==> config.mk <==
export PLATFORM = sky130hd
export DESIGN_NAME = fmagd_mul
export DESIGN_NICKNAME = d
export VERILOG_FILES = /design/src/hdl/fmagd_pkg.sv /design/src/hdl/fmagd_mul.sv
export SDC_FILE = /design/constraint.sdc
export NUM_CORES = 2
export LEC_CHECK = 0
export ABC_AREA = 1
export BUFFER_PORTS_ARGS = -buffer_cell sky130_fd_sc_hd__buf_4
export CELL_PAD_IN_SITES_DETAIL_PLACEMENT = 0
export CELL_PAD_IN_SITES_GLOBAL_PLACEMENT = 1
export CORE_ASPECT_RATIO = 2
export CORE_MARGIN = 5
export CORE_UTILIZATION = 50
export CTS_CLUSTER_SIZE = 12
export DETAILED_ROUTE_END_ITERATION = 12
export HOLD_SLACK_MARGIN = 0.08
export PLACE_DENSITY_LB_ADDON = 0.1
export SLEW_MARGIN = 20
export SYNTH_ARGS = -nofsm -noshare
export SYNTH_HDL_FRONTEND = slang
export SYNTH_SLANG_ARGS = --single-unit
export TNS_END_PERCENT = 20
==> constraint.sdc <==
create_clock -name i_clk -period 9.9 [get_ports i_clk]
set_input_delay 2.97 -clock i_clk [delete_from_list [all_inputs] [get_ports i_clk]]
set_output_delay 2.97 -clock i_clk [all_outputs]
set_load 0.005 [all_outputs]
==> src/hdl/fmagd_pkg.sv <==
`timescale 1ns / 1ps
// ----------------------------------------------------------------------------
// fmagd_pkg: shared types and constants of the FM audio gain stage
// Fixed widths, register indexes, reset values and arithmetic constants.
// ----------------------------------------------------------------------------
package fmagd_pkg;

    localparam int SAMPLE_W = 16;
    localparam int CFG_IDX_W = 2;
    localparam int CFG_DATA_W = 20;
    localparam int GAIN_W = 20;
    localparam int PEAK_W = 17;
    localparam int COUNT_W = 20;
    localparam int ALPHA_W = 16;
    localparam int PREV_W = 24;

    // Shared multiplier operand and product widths.
    localparam int MUL_A_W = 33;
    localparam int MUL_B_W = 22;
    localparam int MUL_P_W = MUL_A_W + MUL_B_W;

    typedef enum logic [CFG_IDX_W-1:0] {
        CFG_WINDOW_LENGTH  = 2'd0,
        CFG_DEEMPH_ENABLE  = 2'd1,
        CFG_DEEMPH_ALPHA   = 2'd2,
        CFG_GAIN_NUMERATOR = 2'd3
    } t_cfg_idx;

    localparam logic [COUNT_W-1:0] WINDOW_LENGTH_RST = 20'd96000;
    localparam logic               DEEMPH_ENABLE_RST = 1'b1;
    localparam logic [ALPHA_W-1:0] DEEMPH_ALPHA_RST  = 16'd6183;
    localparam logic [GAIN_W-1:0]  GAIN_NUM_RST      = 20'd140183;

    localparam logic [GAIN_W-1:0] GAIN_MAX   = 20'hFFFFF;
    localparam logic [GAIN_W-1:0] GAIN_FLOOR = 20'd3277;
    localparam logic [16:0]       SMOOTH_OLD = 17'd62259;
    localparam logic [16:0]       SMOOTH_NEW = 17'd3277;
    localparam logic [11:0]       MAG_SCALE  = 12'd2500;

endpackage

==> src/hdl/fmagd_mul.sv <==
`timescale 1ns / 1ps
// ----------------------------------------------------------------------------
// fmagd_mul: shared signed multiplier with registered product
// The product register loads only when enabled and holds otherwise.
// ----------------------------------------------------------------------------
module fmagd_mul (
    input  logic                                  i_clk,
    input  logic                                  i_en,
    input  logic signed [fmagd_pkg::MUL_A_W-1:0]  i_a,
    input  logic signed [fmagd_pkg::MUL_B_W-1:0]  i_b,
    output logic signed [fmagd_pkg::MUL_P_W-1:0]  o_prod
);

    logic signed [fmagd_pkg::MUL_P_W-1:0] r_prod;

    always_ff @(posedge i_clk) begin
        if (i_en) begin
            r_prod <= fmagd_pkg::MUL_P_W'(i_a) * fmagd_pkg::MUL_P_W'(i_b);
        end
    end

    assign o_prod = r_prod;

endmodule

==> results.md <==
- Post-layout instance area: 31,020 sq um
- Top cells by area in the synthesized netlist: sky130_fd_sc_hd__fa_1, sky130_fd_sc_hd__inv_1, sky130_fd_sc_hd__nand2_1, sky130_fd_sc_hd__ha_1, sky130_fd_sc_hd__edfxtp_1
- Post-synth ARST share: 0%
- Least-Margin Pin Slew: 0.9428 ns
- Final slew viol count: 0
- Initial DRT Pass Iterations: 5
- Number of design-rule violations left by the first detailed-router iteration: 1,029
- Total number of vias: 23,500
- Die X: 181.0 um
- Maximum number of pins on one net before global-route repair: 56
- Overall track demand over capacity in global routing: 30.07%
- Total of flip-flops plus latches after synthesis: 55
- Worst Path Class, Setup: in2reg
- Mapped Area: 29,250 sq um
- Number of inserted diodes: 0
- Dpl hpwl: 78,310 um
- Share of the yosys chip area belonging to registers: 5.646%
- Filler Cell Count: 5,740
- Final #Nets: 4,735
- Worst setup EP type: flip-flop
- Library cell occupying the most area in the post-synthesis netlist: sky130_fd_sc_hd__fa_1
- IO buf count: 111
- Number of placement rows: 125
- Wire length of the first global-routing pass: 147,100 um
- Layout area overhead: 6.026%
- Result of the run: finished clean
- Max-capacitance violation count: 0
- Area of all sequential standard cells: 1652 sq um
- Number of nets still failing antenna checks after routing: 0
- Routed wire per std cell: 20.35 um
- RSZ-0062 raised after global routing: no
- Top flip-flop cell by instance count after synthesis: sky130_fd_sc_hd__edfxtp_1
- Final setup violation count: 0
- Synth top cells by count: sky130_fd_sc_hd__inv_1, sky130_fd_sc_hd__nand2_1, sky130_fd_sc_hd__fa_1
- Share of Yosys cell area claimed by the top area cell type: 49.34%
- YS warnings: 0
- Worst rel slew slack: 36.96%
- Final routed DRC violation total: 0
- Setup TNS: 0 ns
- Worst path arrival time: 9.35 ns
- Final worst path period share: 93.83%
- TritonCTS clock tree: yes
- Post-Syn Instances: 3,783
- Post-route minimum period: 9.289 ns
- Number of hold buffers added after cts: 0
- Initial antenna violation count: 0
- Multi-input logic area: 22,360 sq um
- Area of the core: 58,020 sq um
- Cell variety after synth: 31
- Top-Level Pins: 112
- Final Hold Viols: 0
- Average instance area after synthesis: 7.733 sq um
- Overflow left after global routing: 0
- Die extent in y: 352.1 um
- Via density per instance: 5.149
- Path category of the worst min-delay check: in2reg
- PostCTS Resize Cnt: 0
- Highest achievable clock rate: 0.1077 GHz
- Post-Synthesis Net Count: 4,718
- Number of global-route vias before repair: 27,380
- CTS HTree Levels: 2
- Starting density of the core: 50.42%
- Total length of routed wires: 92,870 um
- Clock sinks: 55
- Clk slew on worst S/H paths: 0.08 ns
- Fraction of layout cells with a size suffix above 1: 5.499%
- Post-CTS setup buffer count: 0
- Most instantiated library cell after synthesis: sky130_fd_sc_hd__inv_1
- Utilization after layout: 53.46%
- TritonCTS Buffers: 5
- Hold wc startpoint: i_a[0]
- Clock root cell: sky130_fd_sc_hd__clkbuf_16
- Bufs on Longest Clock Path: 2
- Number of flip-flops in the largest register: 55
- Die area: 63,740 sq um
- Placed Area: 30,870 sq um
- Max FO, Critical Path: 28
- Kind of launch point of the worst setup path: primary input
- Hold Worst Slack: 3.208 ns
- Worst path required time: 9.96 ns
- EDFF count, synth: 55
- Worst Setup SP: i_b[4]
- Final weighted congestion in routability-driven placement: 0.9367
cell families after synthesis:
logic type                 Yosys count  synth area share [%]
AOI/OAI and AO/OA                   56                 1.018
and+or+nand+nor                   1366                 18.45
buffers and inverters             1398                 17.94
DFF                                 55                 5.646
adders and majority gates          878                 56.05
xor gates and xnor gates            30                0.8982
stage by stage:
stage | instances | setup slack (ns)
CTS | 4563 | 0.5564
finish | 4563 | 0.6111
global route | 4563 | 0.2540
detailed placement | 4555 | 0.2366
floorplan | 3783 | 0.9932
global placement | 4555 | 0.3227
metal layers:
metal	up-vias	share of wire [%]	global-route usage (%)
li1	10380	-	-
met1	11790	30	27.94
met2	877	55	58.24
met3	451	3.6	1.992
met4	0	11	25.08
met5	-	0	0
cell usage in the layout, fill, tap and decap left out:
cell / instances
sky130_fd_sc_hd__o21bai_1: 5
sky130_fd_sc_hd__buf_12: 1
sky130_fd_sc_hd__xnor2_1: 10
sky130_fd_sc_hd__buf_4: 162
sky130_fd_sc_hd__clkbuf_16: 5
sky130_fd_sc_hd__nor3_1: 2
sky130_fd_sc_hd__nand4_1: 19
sky130_fd_sc_hd__edfxtp_1: 55
sky130_fd_sc_hd__or2_1: 1
sky130_fd_sc_hd__xor2_1: 20
sky130_fd_sc_hd__and2_0: 1
sky130_fd_sc_hd__o21ai_0: 7
sky130_fd_sc_hd__nand2_2: 6
sky130_fd_sc_hd__and3_1: 1
sky130_fd_sc_hd__nor3b_2: 1
sky130_fd_sc_hd__nor2_1: 116
sky130_fd_sc_hd__nor2_2: 13
sky130_fd_sc_hd__and2_1: 6
sky130_fd_sc_hd__ha_1: 157
sky130_fd_sc_hd__a21boi_0: 1
sky130_fd_sc_hd__fa_1: 721
sky130_fd_sc_hd__inv_6: 1
sky130_fd_sc_hd__o21a_1: 1
sky130_fd_sc_hd__a21oi_1: 42
sky130_fd_sc_hd__inv_2: 4
sky130_fd_sc_hd__nand3_1: 57
sky130_fd_sc_hd__clkinv_2: 1
sky130_fd_sc_hd__clkinv_4: 1
sky130_fd_sc_hd__nand3_2: 3
sky130_fd_sc_hd__or2_2: 7
sky130_fd_sc_hd__nor2_4: 1
sky130_fd_sc_hd__nor3_4: 1
sky130_fd_sc_hd__inv_1: 1241
sky130_fd_sc_hd__nor3_2: 2
sky130_fd_sc_hd__nand2_1: 1129
layout make-up:
class / count / share of cell area (%)
multi-input combinational: 2330 / 72.07
inverter: 1245 / 15.07
sequential: 55 / 5.325
timing repair buffer: 163 / 3.985
tap: 762 / 3.074
clock buffer: 5 / 0.4034
clock inverter: 3 / 0.07261
critical path, cell delays in order:
cell	delay, ns
sky130_fd_sc_hd__buf_4	0.39
sky130_fd_sc_hd__nand2_1	0.09
sky130_fd_sc_hd__inv_1	0.18
sky130_fd_sc_hd__fa_1	0.46
sky130_fd_sc_hd__inv_1	0.19
sky130_fd_sc_hd__fa_1	0.49
sky130_fd_sc_hd__fa_1	0.50
sky130_fd_sc_hd__inv_1	0.42
sky130_fd_sc_hd__fa_1	0.55
sky130_fd_sc_hd__fa_1	0.51
sky130_fd_sc_hd__fa_1	0.49
sky130_fd_sc_hd__inv_1	0.05
sky130_fd_sc_hd__fa_1	0.47
sky130_fd_sc_hd__inv_1	0.04
sky130_fd_sc_hd__ha_1	0.44
sky130_fd_sc_hd__nand2_1	0.14
sky130_fd_sc_hd__nor2_1	0.24
sky130_fd_sc_hd__nand2_1	0.18
sky130_fd_sc_hd__nor2_1	0.18
sky130_fd_sc_hd__nand3_1	0.16
sky130_fd_sc_hd__nand4_1	0.12
sky130_fd_sc_hd__nand2_1	0.07
final timing paths:
path                                   end  cells after the start
worst max-delay path  o_prod[44]$_DFFE_PP_                     22
worst min-delay path   o_prod[0]$_DFFE_PP_                      3
Power is left out: the tool's default activity adds up to more than one toggle a clock period on the data nets, which glitch-free logic cannot reach.
